==> src/sv/pht_pkg.sv <==
// shared types, constants and preset table for the preset hysteresis thermostat
package pht_pkg;

  // configuration register indexes
  typedef enum logic [2:0] {
    CFG_HYSTERESIS   = 3'd0,
    CFG_MIN_VALID    = 3'd1,
    CFG_ABS_MIN      = 3'd2,
    CFG_ABS_MAX      = 3'd3,
    CFG_CONV_GAIN    = 3'd4,
    CFG_CONV_OFFSET  = 3'd5,
    CFG_AUTO_OFF     = 3'd6,
    CFG_READ_INTERVAL = 3'd7
  } cfg_reg_e;

  localparam int CfgIdxW  = 3;
  localparam int CfgDataW = 32;
  localparam int AdcW     = 12;
  localparam int DegW     = 8;
  localparam int SlotW    = 3;
  localparam int ConvW    = 24;
  localparam int FracBits = 16;
  // gain times reading plus offset, signed
  localparam int ProdW    = ConvW + AdcW + 1;

  localparam logic [DegW-1:0] TargetStep = 8'd5;
  localparam logic [DegW-1:0] ResetCurDeg = 8'd72;

  // button and tick events of one request
  typedef struct packed {
    logic tick;
    logic prog;
    logic onoff;
    logic minus;
    logic plus;
  } pht_evt_t;

  // fixed preset temperatures, slots past the fourth read the last value
  function automatic logic [DegW-1:0] preset_deg(logic [SlotW-1:0] idx);
    logic [DegW-1:0] deg;
    case (idx)
      3'd0:    deg = 8'd70;
      3'd1:    deg = 8'd75;
      3'd2:    deg = 8'd80;
      3'd3:    deg = 8'd85;
      default: deg = 8'd90;
    endcase
    return deg;
  endfunction

endpackage

==> src/sv/pht_tick_timer.sv <==
// tick counter that fires when it reaches its limit, cleared by a button press
module pht_tick_timer #(
  parameter int CntW = 32
) (
  input  logic                         clk_i,
  input  logic                         rst_ni,
  input  logic                         en_i,
  input  logic                         clear_i,
  input  logic                         tick_i,
  input  logic [pht_pkg::CfgDataW-1:0] limit_i,
  output logic                         fire_o
);
  import pht_pkg::*;

  localparam int CmpW = (CntW > CfgDataW) ? CntW : CfgDataW;

  logic [CntW-1:0] cnt_q, cnt_d;
  logic [CntW-1:0] base;
  logic [CntW-1:0] inc;

  // press clears first, then a tick counts and may fire
  always_comb begin
    base   = clear_i ? '0 : cnt_q;
    inc    = base + {{(CntW-1){1'b0}}, 1'b1};
    fire_o = 1'b0;
    cnt_d  = base;
    if (tick_i) begin
      if (CmpW'(inc) >= CmpW'(limit_i)) begin
        fire_o = 1'b1;
        cnt_d  = '0;
      end else begin
        cnt_d  = inc;
      end
    end
  end

  // counter updates only when a request completes its pass
  always_ff @(posedge clk_i or negedge rst_ni) begin
    if (!rst_ni) begin
      cnt_q <= '0;
    end else if (en_i) begin
      cnt_q <= cnt_d;
    end
  end

endmodule

==> src/sv/preset_hysteresis_thermostat_core.sv <==
// top level of the preset hysteresis thermostat control pass
//
//  channel | signals                                      | role
//  --------+----------------------------------------------+---------------------------
//  in      | in_valid_i/in_ready_o, tick..adc_average_i    | one control pass request
//  out     | out_valid_o/out_ready_i, heater_on..slot_o    | state after the pass
//  cfg     | cfg_we_i, cfg_idx_i, cfg_wdata_i              | register write, no wait
//
// one request per cycle while the result is not stalled; a request is registered in
// stage one, the conversion multiply feeds stage two, and the
// state update runs as stage two moves into the result register
// a stalled result holds the state; earlier stages keep filling until full
// reset loads the register defaults and the power-up state
module preset_hysteresis_thermostat_core #(
  parameter int PRESET_COUNT      = 6,
  parameter int TICK_COUNTER_BITS = 32
) (
  input  logic                          clk_i,
  input  logic                          rst_ni,
  input  logic                          in_valid_i,
  output logic                          in_ready_o,
  input  logic                          tick_i,
  input  logic                          prog_pressed_i,
  input  logic                          onoff_pressed_i,
  input  logic                          minus_pressed_i,
  input  logic                          plus_pressed_i,
  input  logic [pht_pkg::AdcW-1:0]      adc_average_i,
  output logic                          out_valid_o,
  input  logic                          out_ready_i,
  output logic                          heater_on_o,
  output logic                          powered_on_o,
  output logic [pht_pkg::DegW-1:0]      target_deg_o,
  output logic [pht_pkg::DegW-1:0]      measured_deg_o,
  output logic [pht_pkg::SlotW-1:0]     preset_slot_o,
  input  logic                          cfg_we_i,
  input  logic [pht_pkg::CfgIdxW-1:0]   cfg_idx_i,
  input  logic [pht_pkg::CfgDataW-1:0]  cfg_wdata_i
);
  import pht_pkg::*;

  localparam logic [SlotW-1:0] LastSlot = SlotW'(PRESET_COUNT - 1);

  // configuration registers
  logic [5:0]              hyst_q;
  logic [6:0]              min_q;
  logic [DegW-1:0]         abs_min_q;
  logic [DegW-1:0]         abs_max_q;
  logic signed [ConvW-1:0] gain_q;
  logic signed [ConvW-1:0] offset_q;
  logic [CfgDataW-1:0]     auto_off_q;
  logic [CfgDataW-1:0]     read_int_q;

  // register writes
  always_ff @(posedge clk_i or negedge rst_ni) begin
    if (!rst_ni) begin
      hyst_q     <= 6'd5;
      min_q      <= 7'd10;
      abs_min_q  <= 8'd40;
      abs_max_q  <= 8'd100;
      gain_q     <= 24'sd2048;
      offset_q   <= '0;
      auto_off_q <= 32'd300;
      read_int_q <= 32'd2;
    end else if (cfg_we_i) begin
      unique case (cfg_reg_e'(cfg_idx_i))
        CFG_HYSTERESIS:    hyst_q     <= cfg_wdata_i[5:0];
        CFG_MIN_VALID:     min_q      <= cfg_wdata_i[6:0];
        CFG_ABS_MIN:       abs_min_q  <= cfg_wdata_i[DegW-1:0];
        CFG_ABS_MAX:       abs_max_q  <= cfg_wdata_i[DegW-1:0];
        CFG_CONV_GAIN:     gain_q     <= $signed(cfg_wdata_i[ConvW-1:0]);
        CFG_CONV_OFFSET:   offset_q   <= $signed(cfg_wdata_i[ConvW-1:0]);
        CFG_AUTO_OFF:      auto_off_q <= cfg_wdata_i;
        CFG_READ_INTERVAL: read_int_q <= cfg_wdata_i;
        default:           ;
      endcase
    end
  end

  // pipeline handshake
  logic             s1_v_q, s2_v_q, out_v_q;
  logic             rdy_out, rdy2, rdy1;
  logic             adv_out;
  pht_evt_t         s1_evt_q, s2_evt_q;
  logic [AdcW-1:0]  s1_adc_q;
  logic signed [ProdW-1:0] s2_val_q, s2_val_d;

  assign rdy_out    = !out_v_q || out_ready_i;
  assign rdy2       = !s2_v_q || rdy_out;
  assign rdy1       = !s1_v_q || rdy2;
  assign in_ready_o = rdy1;
  assign adv_out    = s2_v_q && rdy_out;

  always_ff @(posedge clk_i or negedge rst_ni) begin
    if (!rst_ni) begin
      s1_v_q  <= 1'b0;
      s2_v_q  <= 1'b0;
      out_v_q <= 1'b0;
    end else begin
      if (rdy1) s1_v_q <= in_valid_i;
      if (rdy2) s2_v_q <= s1_v_q;
      if (rdy_out) out_v_q <= s2_v_q;
    end
  end

  // stage one: request register
  always_ff @(posedge clk_i) begin
    if (rdy1 && in_valid_i) begin
      s1_evt_q <= '{tick: tick_i, prog: prog_pressed_i, onoff: onoff_pressed_i,
                    minus: minus_pressed_i, plus: plus_pressed_i};
      s1_adc_q <= adc_average_i;
    end
  end

  // conversion multiply, fixed point with sixteen fraction bits
  assign s2_val_d = ProdW'(gain_q) * ProdW'($signed({1'b0, s1_adc_q})) + ProdW'(offset_q);

  always_ff @(posedge clk_i) begin
    if (rdy2 && s1_v_q) begin
      s2_evt_q <= s1_evt_q;
      s2_val_q <= s2_val_d;
    end
  end

  // reading in whole degrees, clamped below at min valid and saturated
  logic [DegW-1:0]             reading;
  logic                        below_min;
  logic [ProdW-FracBits-1:0]   whole;
  logic                        invalid;

  always_comb begin
    below_min = s2_val_q < $signed({{(ProdW-7-FracBits){1'b0}}, min_q, {FracBits{1'b0}}});
    whole     = s2_val_q[ProdW-1:FracBits];
    if (below_min) begin
      reading = {1'b0, min_q};
    end else if (|whole[ProdW-FracBits-1:DegW]) begin
      reading = '1;
    end else begin
      reading = whole[DegW-1:0];
    end
    invalid = reading <= {1'b0, min_q};
  end

  // tick timers
  logic any_press;
  logic off_fire, read_fire;

  assign any_press = s2_evt_q.prog || s2_evt_q.onoff || s2_evt_q.minus || s2_evt_q.plus;

  pht_tick_timer #(
    .CntW (TICK_COUNTER_BITS)
  ) u_auto_off (
    .clk_i   (clk_i),
    .rst_ni  (rst_ni),
    .en_i    (adv_out),
    .clear_i (any_press),
    .tick_i  (s2_evt_q.tick),
    .limit_i (auto_off_q),
    .fire_o  (off_fire)
  );

  pht_tick_timer #(
    .CntW (TICK_COUNTER_BITS)
  ) u_read_int (
    .clk_i   (clk_i),
    .rst_ni  (rst_ni),
    .en_i    (adv_out),
    .clear_i (1'b0),
    .tick_i  (s2_evt_q.tick),
    .limit_i (read_int_q),
    .fire_o  (read_fire)
  );

  // controller state, which is also the result register
  logic             on_q, on_d;
  logic             heat_q, heat_d;
  logic [SlotW-1:0] slot_q, slot_d;
  logic [DegW-1:0]  tgt_q, tgt_d;
  logic [DegW-1:0]  cur_q, cur_d;
  logic signed [DegW+1:0] step_val;
  logic signed [DegW+1:0] heat_lim;

  // buttons in order program, on/off, minus, plus; then timers, reading, hysteresis
  always_comb begin
    on_d   = on_q;
    slot_d = slot_q;
    tgt_d  = tgt_q;
    cur_d  = cur_q;
    heat_d = heat_q;
    step_val = '0;
    heat_lim = '0;

    if (s2_evt_q.prog) begin
      if (on_d) begin
        slot_d = (slot_d >= LastSlot) ? '0 : slot_d + 3'd1;
      end
      on_d  = 1'b1;
      tgt_d = preset_deg(slot_d);
    end

    if (s2_evt_q.onoff) begin
      if (on_d) begin
        on_d   = 1'b0;
        slot_d = '0;
        tgt_d  = preset_deg('0);
      end else begin
        on_d = 1'b1;
      end
    end

    if (s2_evt_q.minus) begin
      step_val = $signed({2'b0, tgt_d}) - $signed({2'b0, TargetStep});
      if (step_val < $signed({2'b0, abs_min_q})) begin
        tgt_d = abs_min_q;
      end else if (step_val > $signed({2'b0, abs_max_q})) begin
        tgt_d = abs_max_q;
      end else begin
        tgt_d = step_val[DegW-1:0];
      end
    end

    if (s2_evt_q.plus) begin
      step_val = $signed({2'b0, tgt_d}) + $signed({2'b0, TargetStep});
      if (step_val < $signed({2'b0, abs_min_q})) begin
        tgt_d = abs_min_q;
      end else if (step_val > $signed({2'b0, abs_max_q})) begin
        tgt_d = abs_max_q;
      end else begin
        tgt_d = step_val[DegW-1:0];
      end
    end

    if (off_fire || invalid) begin
      on_d   = 1'b0;
      slot_d = '0;
      tgt_d  = preset_deg('0);
    end

    if (read_fire) begin
      cur_d = reading;
    end

    heat_lim = $signed({2'b0, tgt_d}) - $signed({4'b0, hyst_q});
    if (!on_d) begin
      heat_d = 1'b0;
    end else begin
      if (cur_d > tgt_d) heat_d = 1'b0;
      if ($signed({2'b0, cur_d}) < heat_lim) heat_d = 1'b1;
      if (cur_d <= {1'b0, min_q}) heat_d = 1'b0;
    end
  end

  always_ff @(posedge clk_i or negedge rst_ni) begin
    if (!rst_ni) begin
      on_q   <= 1'b0;
      heat_q <= 1'b0;
      slot_q <= '0;
      tgt_q  <= preset_deg('0);
      cur_q  <= ResetCurDeg;
    end else if (adv_out) begin
      on_q   <= on_d;
      heat_q <= heat_d;
      slot_q <= slot_d;
      tgt_q  <= tgt_d;
      cur_q  <= cur_d;
    end
  end

  // result ports
  assign out_valid_o    = out_v_q;
  assign heater_on_o    = heat_q;
  assign powered_on_o   = on_q;
  assign target_deg_o   = tgt_q;
  assign measured_deg_o = cur_q;
  assign preset_slot_o  = slot_q;

endmodule

==> config.mk <==
export PLATFORM = sky130hd
export DESIGN_NAME = preset_hysteresis_thermostat_core
export DESIGN_NICKNAME = d
export VERILOG_FILES = /design/src/sv/pht_pkg.sv /design/src/sv/pht_tick_timer.sv /design/src/sv/preset_hysteresis_thermostat_core.sv
export SDC_FILE = /design/constraint.sdc
export NUM_CORES = 1
export LEC_CHECK = 0
export BUFFER_PORTS_ARGS = -buffer_cell sky130_fd_sc_hd__buf_2
export CAP_MARGIN = 20
export CELL_PAD_IN_SITES_DETAIL_PLACEMENT = 0
export CELL_PAD_IN_SITES_GLOBAL_PLACEMENT = 1
export CORE_ASPECT_RATIO = 1.75
export CORE_MARGIN = 10
export CORE_UTILIZATION = 35
export DETAILED_ROUTE_END_ITERATION = 8
export PLACE_DENSITY = 0.72
export SYNTH_ARGS = -nofsm -noshare
export SYNTH_HDL_FRONTEND = slang
export SYNTH_SLANG_ARGS = --single-unit
==> constraint.sdc <==
create_clock -name clk_i -period 23.8 [get_ports clk_i]
set_clock_uncertainty 0.15 [all_clocks]
set_input_delay 3.57 -clock clk_i [delete_from_list [all_inputs] [get_ports clk_i]]
set_output_delay 3.57 -clock clk_i [all_outputs]
set_load 0.01 [all_outputs]
== Word-level counts from Yosys, hierarchy flattened ==
Index checks and enable logic that the tools add are counted.

* Register bits: 288
* Output and inout bits: 23
* Word-level logic and storage cells: 124

* Mux-type cells: 37
* Equality and inequality tests: 11
* Reduce and logical (&&, ||, !) cells: 26
* $mul: 1
* Add/subtract/negate cells: 7
* $lt $le $gt $ge: 12

{| class="wikitable"
|+ Operators by type and width
! kind !! number
|-
| $mux 32 || 4
|-
| $mux 8 || 13
|-
| $add 32x1->32 const B || 2
|-
| $ge 32x32->1 || 2
|-
| $add 37x24->37 || 1
|-
| $lt 37x24->1 || 1
|-
| $mul 24x13->37 || 1
|-
| $mux 3 || 7
|-
| $pmux 5 s4 || 1
|-
| $reduce_and 2->1 || 10
|-
| $lt 9x9->1 || 2
|-
| $le 8x7->1 || 2
|-
| $reduce_or 13->1 || 1
|-
| $eq 3x2->1 const B || 4
|-
| $eq 3x3->1 const B || 4
|-
| $mux 1 || 12
|-
| $add 8x3->9 const B || 1
|-
| $gt 9x8->1 || 1
|-
| $gt 9x9->1 || 1
|-
| $lt 9x8->1 || 1
|-
| $sub 8x3->9 const B || 1
|-
| $sub 8x6->9 || 1
|-
| $gt 8x8->1 || 1
|-
| $logic_or 1x1->1 || 7
|-
| other kinds (7) || 13
|}

== Depth between registers and ports, before layout ==
Gate-level depths: netlist of run 1.

* Word-level depth: 25
* Mapped depth: 51
* Gate-level depth less buffers: 51

== Hierarchy ==
From an unflattened synthesis of run 1, not the netlist that was laid out.

* Cells, all modules: 2972
* Area, all modules: 28398.5 sq um

{| class="wikitable"
|+ By module, submodules not included
! module !! instances !! cells each !! area each (sq um)
|-
| preset_hysteresis_thermostat_core || 1 || 2056 || 21496.9
|-
| pht_tick_timer (u_read_int) || 1 || 458 || 3469.6
|-
| pht_tick_timer (u_auto_off) || 1 || 458 || 3432.0
|}

== Least setup slack after synthesis of run 1 ==
OpenSTA, ideal clock, no wires.

* Kind: register to register
* From: register slot_q[1], in the netlist preset_slot_o[1]
* To: register heat_q, in the netlist heater_on_o
* Path slack: 14.561 ns
* Library setup time: 0.082 ns
* Data arrival time: 9.006 ns
* Stages on the path, launching flop included: 46
* Period minus slack after synthesis: 9.239 ns
* Path through: dfrtp_1 -> inv_1 -> ha_1 -> or4_4 -> a31o_4 -> a31oi_1 -> inv_1 -> ha_1 -> nor2_1 -> a311o_4 -> nor2_1 -> xor2_1 -> ha_1 -> nand4_1 -> nor2_1 -> a221o_1 -> or2_2 -> buf_1 -> [10 not listed] -> a21oi_1 -> nor3_2 -> a211oi_2 -> ha_1 -> inv_1 -> fa_1 -> nand2_1 -> nand2_1 -> a21oi_1 -> nor2b_1 -> o21ai_0 -> nand2b_1 -> xor2_1 -> ha_1 -> nor2b_1 -> o21ai_0 -> nand4_1 -> o22ai_1

* Longest elaborated chain between the ends: 25
* Elaborated cells on any way between the ends: 34

{| class="wikitable"
|+ RTL lines
! item !! RTL line !! source
|-
| from (decl) || preset_hysteresis_thermostat_core.sv:176 || <nowiki>logic [SlotW-1:0] slot_q, slot_d;</nowiki>
|-
| from (signal assigned) || preset_hysteresis_thermostat_core.sv:262 || <nowiki>slot_q <= slot_d;</nowiki>
|-
| $add 3x1->3 or $ge 3x3->1 (tied branches) || preset_hysteresis_thermostat_core.sv:194 || <nowiki>slot_d = (slot_d >= LastSlot) ? '0 : slot_d + 3'd1;</nowiki>
|-
| $mux 3 || preset_hysteresis_thermostat_core.sv:194 ||
|-
| $mux 3 (*) || preset_hysteresis_thermostat_core.sv:193 || <nowiki>if (on_d) begin</nowiki>
|-
| $mux 3 (*) || preset_hysteresis_thermostat_core.sv:192 || <nowiki>if (s2_evt_q.prog) begin</nowiki>
|-
| $eq 3x2->1, or another cell as far along || pht_pkg.sv:41 || <nowiki>case (idx)</nowiki>
|-
| $pmux 5 s4 (*) || pht_pkg.sv:41 ||
|-
| $mux 8 (*) || preset_hysteresis_thermostat_core.sv:192 ||
|-
| $mux 8 || preset_hysteresis_thermostat_core.sv:201 || <nowiki>if (on_d) begin</nowiki>
|-
| [9 not listed] || - ||
|-
| $mux 8 || preset_hysteresis_thermostat_core.sv:223 || <nowiki>if (step_val < $signed({2'b0, abs_min_q})) begin</nowiki>
|-
| $mux 8 (*) || preset_hysteresis_thermostat_core.sv:221 || <nowiki>if (s2_evt_q.plus) begin</nowiki>
|-
| $mux 8 (*) || preset_hysteresis_thermostat_core.sv:232 || <nowiki>if (off_fire || invalid) begin</nowiki>
|-
| $sub 8x6->9 || preset_hysteresis_thermostat_core.sv:242 || <nowiki>heat_lim = $signed({2'b0, tgt_d}) - $signed({4'b0, hyst_q});</nowiki>
|-
| $lt 9x9->1 || preset_hysteresis_thermostat_core.sv:247 || <nowiki>if ($signed({2'b0, cur_d}) < heat_lim) heat_d = 1'b1;</nowiki>
|-
| $mux 1 || preset_hysteresis_thermostat_core.sv:247 ||
|-
| $mux 1 || preset_hysteresis_thermostat_core.sv:248 || <nowiki>if (cur_d <= {1'b0, min_q}) heat_d = 1'b0;</nowiki>
|-
| $mux 1 || preset_hysteresis_thermostat_core.sv:243 || <nowiki>if (!on_d) begin</nowiki>
|-
| to (signal assigned) || preset_hysteresis_thermostat_core.sv:261 || <nowiki>heat_q <= heat_d;</nowiki>
|-
| to (decl) || preset_hysteresis_thermostat_core.sv:175 || <nowiki>logic heat_q, heat_d;</nowiki>
|}

Mark *: on every way between the ends. The rest lies on a longest branch, timed or not. The select of a mux whose other input is x is not followed.
A chain may end at the register's enable or synchronous reset.

== Worst setup path in the final report of run 1 ==
Ends and elaborated chain as after synthesis.

==> key figures, run 1 <==
Run status
  • Status: complete, no violations

Setup path
  • Slowest CP cell: or4_4
  • CP required: between 20 and 25 ns
  • Crit path launch type: flip-flop
  • Worst-path fanout max: 8
  • Most frequent CP cell: ha_1
  • Endpoint type of the worst setup path: flip-flop
  • Worst Path Arrival: ~11 ns
  • Worst path max stage delay: 0.53 ns
  • CP Class: flip-flop to flip-flop

Synth
  • Post-synth EDFFs: 43
  • Synth area leader: fa_1
  • Synth Net Count: 3308
  • Synth Flop Type: dfrtp_1
  • Synth unique cells: just over 80
  • Syn_area_per_cell: around 10 um^2
  • Netlist Area Pre-Place: roughly 27000 um^2
  • Post-synth top area share: between 20% and 30%
  • Flops & latches, synth: 272
  • Synth Instances: 2732
  • Asr flop ratio synth: a little over four fifths
  • Area contributors post-synth: fa_1 (22%), dfrtp_1 (20%), ha_1 (11%), mux2_2 (5.7%), inv_1 (5.6%)
  • Seq/Total Area, Yosys: a little over a quarter
  • Yosys Warn Count: 0

Clock tree
  • Max clock buf depth: 3
  • H-tree level count: 1
  • CTS Sinks: approximately 270
  • Root buffer cell: clkbuf_16
  • CTS clk-pin slew, worst paths: approximately 0.06 ns
  • Post-CTS sizing: 0
  • CTS Hold Bufs: 0
  • Postcts setup bufs: 0
  • CTS tree: done
  • Clock Latency Late Sink: approximately 0.63 ns
  • CTS buffer count: 30

Timing
  • Crit share post-route: about 45%
  • Unrepaired setup endpoints after global routing: no
  • Slew headroom: 31.6%
  • Setup-failing EPs final: 0
  • Final hold vios: 0
  • Post-layout min period: between 10 and 15 ns
  • Max-slew violation count: 0
  • Setup tns final: 0 ns
  • FMAX: ~90 MHz
  • Worst slew pin tran: 1.03 ns

Floorplanning
  • Area of the die: just under 90000 um^2
  • Ports: 80
  • Chip Height: about 380 um
  • Die Width: 228 um
  • Initial core utilization: between 30% and 40%
  • Core footprint: approximately 75000 um^2
  • FP Rows: between 100 and 150

Place
  • Detailed placement HPWL: between 50 and 60 mm
  • Gpl congestion: roughly 0.9
  • Area after DPL: between 20000 and 30000 um^2
  • Port Buffers: between 70 and 80

Detailed routing
  • DR vias: about 19000
  • Vias per inst: slightly above 5
  • Post-route ant nets: 0
  • DRT Wirelength: ~74 mm
  • 1st-pass router iterations: 6
  • DRT iter0 DRCs: 870
  • Wire per inst: roughly 19 um
  • DRC Markers: 0

Job
  • Total of max-cap violations: 0

Worst hold path
  • Hold Crit Class: flip-flop to flip-flop

Final layout
  • Leading cell type in the layout, fill and taps excluded: inv_1
  • Most frequent cells in the layout: inv_1 (395), nand2_1 (328), fa_1 (290), ha_1 (229), dfrtp_1 (209)
  • Layout cells sized above 1: between 10% and 20%
  • Area growth syn-to-layout: 9.83%
  • Post-layout instance area: ~30000 um^2
  • Fin nets: roughly 3300

Global routing
  • First-pass GRT wire length: around 120 mm
  • Largest net degree at the start of global routing: 109
  • Number of global-route vias before repair: roughly 21000
  • Initial antenna violation count: 7
  • GRT overflow: 0
  • Total track usage: 17.0%
[flip-flops by register name (all words and copies together) (netlist names), 6 cells and up]
signal            flops
abs_max_q             8
hyst_q                6
auto_off_q           32
s2_val_q             21
abs_min_q             8
u_read_int.cnt_q     32
target_deg_o          8
min_q                 7
read_int_q           32
u_auto_off.cnt_q     32
s1_adc_q             12
measured_deg_o        8
offset_q             24
gain_q               24
[cell type report]
class	instances	area (um^2)
fillers	7595	46000
multi-input cells	1956	17600
flip-flops and latches	272	7050
inverters	396	1490
well taps	1012	1270
clock buffers	41	916
repair buffers	108	623
clock inverters	15	203
diodes	1	2.50
[per-stage QoR]
stage	hold slack, ns	cells	utilization, %	worst slack [ns]
2_1_floorplan	0.250	2732	-	14.56
3_3_place_gp	0.260	3744	37.3	13.26
3_5_place_dp	0.255	3744	37.3	13.14
4_1_cts	0.294	3800	38.8	13.09
5_1_grt	0.308	3800	38.8	12.29
6_report	0.291	3801	38.8	13.02
[layer usage]
layer  routed length, um  part of all wire, %  GRT usage (%)  vias up
met4                3780                  5.1           8.61       10
met2               40800                   55           33.0      397
met3                2600                  3.5           2.00      164
met5                  73                0.099              0        -
met1               26800                   36           17.6     9855
li1                    -                    -              -     9026
[worst paths after layout]
kind / startpoint / end / slack (ns) / cells past startpoint
worst max-delay path: preset_slot_o[1]$_DFFE_PN0P_ / heater_on_o$_DFFE_PN0P_ / 13.02 / 48
worst min-delay path: s1_evt_q[0]$_DFFE_PP_ / s2_evt_q[0]$_DFFE_PP_ / 0.29 / 0
worst max register to register: preset_slot_o[1]$_DFFE_PN0P_ / heater_on_o$_DFFE_PN0P_ / 13.02 / 48
worst min register to register: s1_evt_q[0]$_DFFE_PP_ / s2_evt_q[0]$_DFFE_PP_ / 0.29 / 0
max in group asynchronous: rst_ni / offset_q[11]$_DFFE_PN0P_ / 19.20 / 2
min in group asynchronous: rst_ni / u_read_int.cnt_q[27]$_DFFE_PN0P_ / 2.81 / 1
[kinds of logic (layout without fill, tap and decap cells)]
kind of cell | Yosys count | in the layout | share of synthesized area [%]
AOI/OAI and AO/OA | 392 | 392 | 9.72
adders and majority gates | 519 | 519 | 32.6
buffers and inverters | 504 | 560 | 7.16
other | 0 | 1 | 0
and+or+nand+nor | 820 | 820 | 15.2
muxes | 141 | 141 | 5.97
DFF | 272 | 272 | 26.5
xor gates and xnor gates | 84 | 84 | 2.77
[cell usage after synthesis (all sizes together) (7+ instances only)]
| master | instances |
|---|---|
| xnor2 | 44 |
| edfxtp | 43 |
| or2 | 9 |
| nand2 | 328 |
| and2 | 158 |
| o21a | 23 |
| xor2 | 40 |
| a21oi | 75 |
| clkbuf | 102 |
| dfstp | 20 |
| fa | 290 |
| ha | 229 |
| a31oi | 10 |
| or3 | 14 |
| o31ai | 11 |
| nor2 | 103 |
| inv | 396 |
| a21o | 27 |
| nand3 | 46 |
| dfrtp | 209 |
| a22o | 29 |
| nand4 | 26 |
| o21ai | 144 |
| nor3 | 37 |
| nand2b | 22 |
| nor4 | 7 |
| nor2b | 25 |
| a211oi | 21 |
| and3 | 22 |
| mux2 | 136 |
[critical path, delay by kind of cell, from the launching register on]
family                   cells  cell delay (ns)
AO/OA/AOI/OAI               19             4.12
XOR/XNOR                     3             0.94
adder cells (fa/ha/maj)      8             2.29
buffers and inverters        4             0.40
flip-flops                   1             0.47
multiplexers                 1             0.40
AND/OR/NAND/NOR             13             1.91
Power of run 1 is left out: the tool's default activity adds up to more than one toggle a clock period on the data nets, which glitch-free logic cannot reach.
==> inputs of run 2 (changes only) <==
Settings changed: ABC_AREA from default to 1, PLACE_DENSITY 0.72 to 0.76.
Clock period 23.8 ns to 9.4 ns, I/O delays scaled along.
==> run 2 against run 1 <==
  * First-iteration DRC count up 31%
  * Fmax up 26%
  * Largest cell class unchanged
  * Sequential share of layout area down 0.35 points
==> key figures, run 2 <==
Floorplanning
  • Area of the die: 89100 um^2 (+1.5%)
  • Initial core utilization: 35.3% (about the same)
  • Ports: 80 (unchanged)
  • FP Rows: 134 (+0.75%)
  • Die Width: 230 um (+0.75%)
  • Chip Height: 387 um (+0.78%)
  • Core footprint: 76500 um^2 (+1.6%)

Synth
  • Syn_area_per_cell: 8.20 um^2 (-16%)
  • Commonest cells in the netlist: nand2_1 (750), inv_1 (744), fa_1 (290)
  • Yosys Warn Count: 0 (unchanged)
  • Post-synth top area share: 21.5% (-0.35 points)
  • Flops & latches, synth: 272 (unchanged)
  • Netlist Area Pre-Place: 27000 um^2 (+1.6%)
  • Synth area leader: fa_1
  • Asr flop ratio synth: 84.2% (unchanged)
  • Area contributors post-synth: fa_1 (22%), dfrtp_1 (19%), ha_1 (11%), nand2_1 (10%), inv_1 (10%)
  • Synth Instances: 3294 (+21%)
  • Synth unique cells: 60 (-26%)
  • Synth Flop Type: dfrtp_1
  • Post-synth EDFFs: 43 (unchanged)
  • Synth Net Count: 3870 (+17%)
  • Seq/Total Area, Yosys: 26.1% (-0.43 points)
  • Most common cell in the synthesized netlist: nand2_1

Final layout
  • Area growth syn-to-layout: 9.68%
  • Fin nets: 3900 (+17%)
  • Most frequent cells in the layout: nand2_1 (746), inv_1 (744), fa_1 (290), ha_1 (229), o21ai_0 (216)
  • Layout cells sized above 1: 7.97% (-4.8 points)
  • Fill cell count: 8004 (+5.4%)
  • Antenna diodes: 0 (-1)
  • Leading cell type in the layout, fill and taps excluded: nand2_1

Global routing
  • Number of global-route vias before repair: 22273 (+7.5%)
  • First-pass GRT wire length: 123 mm (+5.2%)
  • GRT overflow: 0 (unchanged)
  • Initial antenna violation count: 2 (-5)
  • Largest net degree at the start of global routing: 83 (-24%)
  • Total track usage: 17.4% (+0.44 points)

Setup path
  • CP Class: flip-flop to flip-flop
  • Endpoint type of the worst setup path: flip-flop
  • CP required: 9.75 ns (-14.45 ns)
  • Crit path launch type: flip-flop
  • Slowest CP cell: edfxtp_1
  • Worst reg2reg setup slack: 0.85 ns (-12.17 ns)
  • Reg-to-Reg Start: s2_evt_q[3]$_DFFE_PP_
  • Worst Path Arrival: 8.90 ns (-2.28 ns)
  • Most frequent CP cell: nand2_1
  • Worst path max stage delay: 0.63 ns (+0.10 ns)
  • Worst reg2reg path depth: 57 (+19%)
  • Worst reg2reg path endpoint: heater_on_o$_DFFE_PN0P_
  • Worst-path fanout max: 13 (+5)

Detailed routing
  • Vias per inst: 4.84 (-5.4%)
  • Wire per inst: 17.7 um (-8.9%)
  • 1st-pass router iterations: 5 (-1)
  • Post-route ant nets: 0 (unchanged)
  • DRT Wirelength: 77.5 mm (+4.7%)
  • DRC Markers: 0 (unchanged)
  • DR vias: 21144 (+8.7%)
  • DRT iter0 DRCs: 1138 (+31%)

Timing
  • Setup tns final: 0 ns (unchanged)
  • Final hold vios: 0 (unchanged)
  • Max-slew violation count: 0 (unchanged)
  • Worst slew pin tran: 1.10 ns (+0.0726 ns)
  • Crit share post-route: 90.9% (+46 points)
  • Post-layout min period: 8.55 ns (-2.23 ns)
  • Worst setup margin: 0.852 ns (-12.17 ns)
  • Setup-failing EPs final: 0 (unchanged)
  • FMAX: 117 MHz (+26%)
  • Slew headroom: 26.7% (-4.8 points)
  • Unrepaired setup endpoints after global routing: no

Clock tree
  • Clock Latency Late Sink: 0.61 ns (-0.02 ns)
  • CTS Sinks: 272 (unchanged)
  • CTS clk-pin slew, worst paths: 0.06 ns (about the same)
  • Root buffer cell: clkbuf_16
  • CTS Hold Bufs: 0 (unchanged)
  • CTS buffer count: 31 (+3.3%)
  • Post-CTS sizing: 0 (unchanged)
  • Postcts setup bufs: 0 (unchanged)
  • H-tree level count: 1 (unchanged)
  • CTS tree: done
  • Max clock buf depth: 3 (unchanged)

Worst hold path
  • WHS Path Cells: 0 (unchanged)
  • Worst hold start: s1_evt_q[4]$_DFFE_PP_
  • Hold EP: s2_evt_q[4]$_DFFE_PP_
  • Hold Crit Class: flip-flop to flip-flop

Place
  • Port Buffers: 79 (unchanged)
  • Setup WS pre-CTS: 0.590 ns (-12.55 ns)
  • Gpl congestion: 0.894 (+1.3%)
  • Detailed placement HPWL: 61.8 mm (+7.8%)

Job
  • Total of max-cap violations: 0 (unchanged)

Run status
  • Status: complete, no violations
-- run 2: how the worst max path moves through the flow --
| stage | start | to | slack (ns) | depth (start not counted) |
|---|---|---|---|---|
| after global placement | preset_slot_o[1]$_DFFE_PN0P_ | heater_on_o$_DFFE_PN0P_ | 0.68 | 60 |
| after floorplan | preset_slot_o[1]$_DFFE_PN0P_ | heater_on_o$_DFFE_PN0P_ | 1.58 | 62 |
| final | s2_evt_q[3]$_DFFE_PP_ | heater_on_o$_DFFE_PN0P_ | 0.85 | 57 |
| after detailed placement | preset_slot_o[1]$_DFFE_PN0P_ | heater_on_o$_DFFE_PN0P_ | 0.59 | 60 |
| after global routing | preset_slot_o[0]$_DFFE_PN0P_ | heater_on_o$_DFFE_PN0P_ | 0.02 | 60 |
| after CTS | preset_slot_o[1]$_DFFE_PN0P_ | heater_on_o$_DFFE_PN0P_ | 0.57 | 60 |
-- run 2: routing by layer --
metal  up-vias  part of all wire (%)  global-route usage [%]
met5         -                 0.026                       0
met4         4                   3.8                    6.61
met3       139                   3.2                    1.93
met2       361                    55                    33.6
met1     10407                    38                    18.9
li1      10233                     -                       -
-- run 2: through the flow --
step | std cells | util [%] | hold WS (ns) | instance area, um^2
3_5_place_dp | 4308 | 37.2 | 0.257 | 28400
2_1_floorplan | 3294 | - | 0.250 | 27000
4_1_cts | 4366 | 38.6 | 0.287 | 29500
5_1_grt | 4369 | 38.7 | 0.305 | 29600
3_3_place_gp | 4307 | 37.2 | 0.269 | 28400
6_report | 4369 | 38.7 | 0.292 | 29600
-- run 2: cell families (layout without fill, tap and decap cells) --
group	Yosys count	after routing	share of synthesized area (%)
xor+xnor	85	85	2.76
compound gates	477	477	10.0
flops	272	272	26.1
fa+ha+maj	519	519	32.1
buf+inv	871	926	12.2
simple gates	1070	1070	16.8
-- run 2: final cells by class --
cell class | count | area, um^2 | share of cell area (%)
flip-flops and latches | 272 | 7050 | 23.8
repair buffers | 103 | 646 | 2.18
clock inverters | 15 | 146 | 0.494
well taps | 1020 | 1280 | 4.31
inverters | 765 | 2880 | 9.73
clock buffers | 43 | 892 | 3.01
multi-input cells | 2151 | 16700 | 56.5
-- run 2: worst max-delay path, delay by kind of cell (launching register included) --
kind	cells	cell delay, ns
xor+xnor	2	0.26
buf+inv	6	0.40
flops	1	0.63
compound gates	11	1.64
fa+ha+maj	7	1.79
simple gates	31	3.55
Power of run 2 is left out for the same reason.
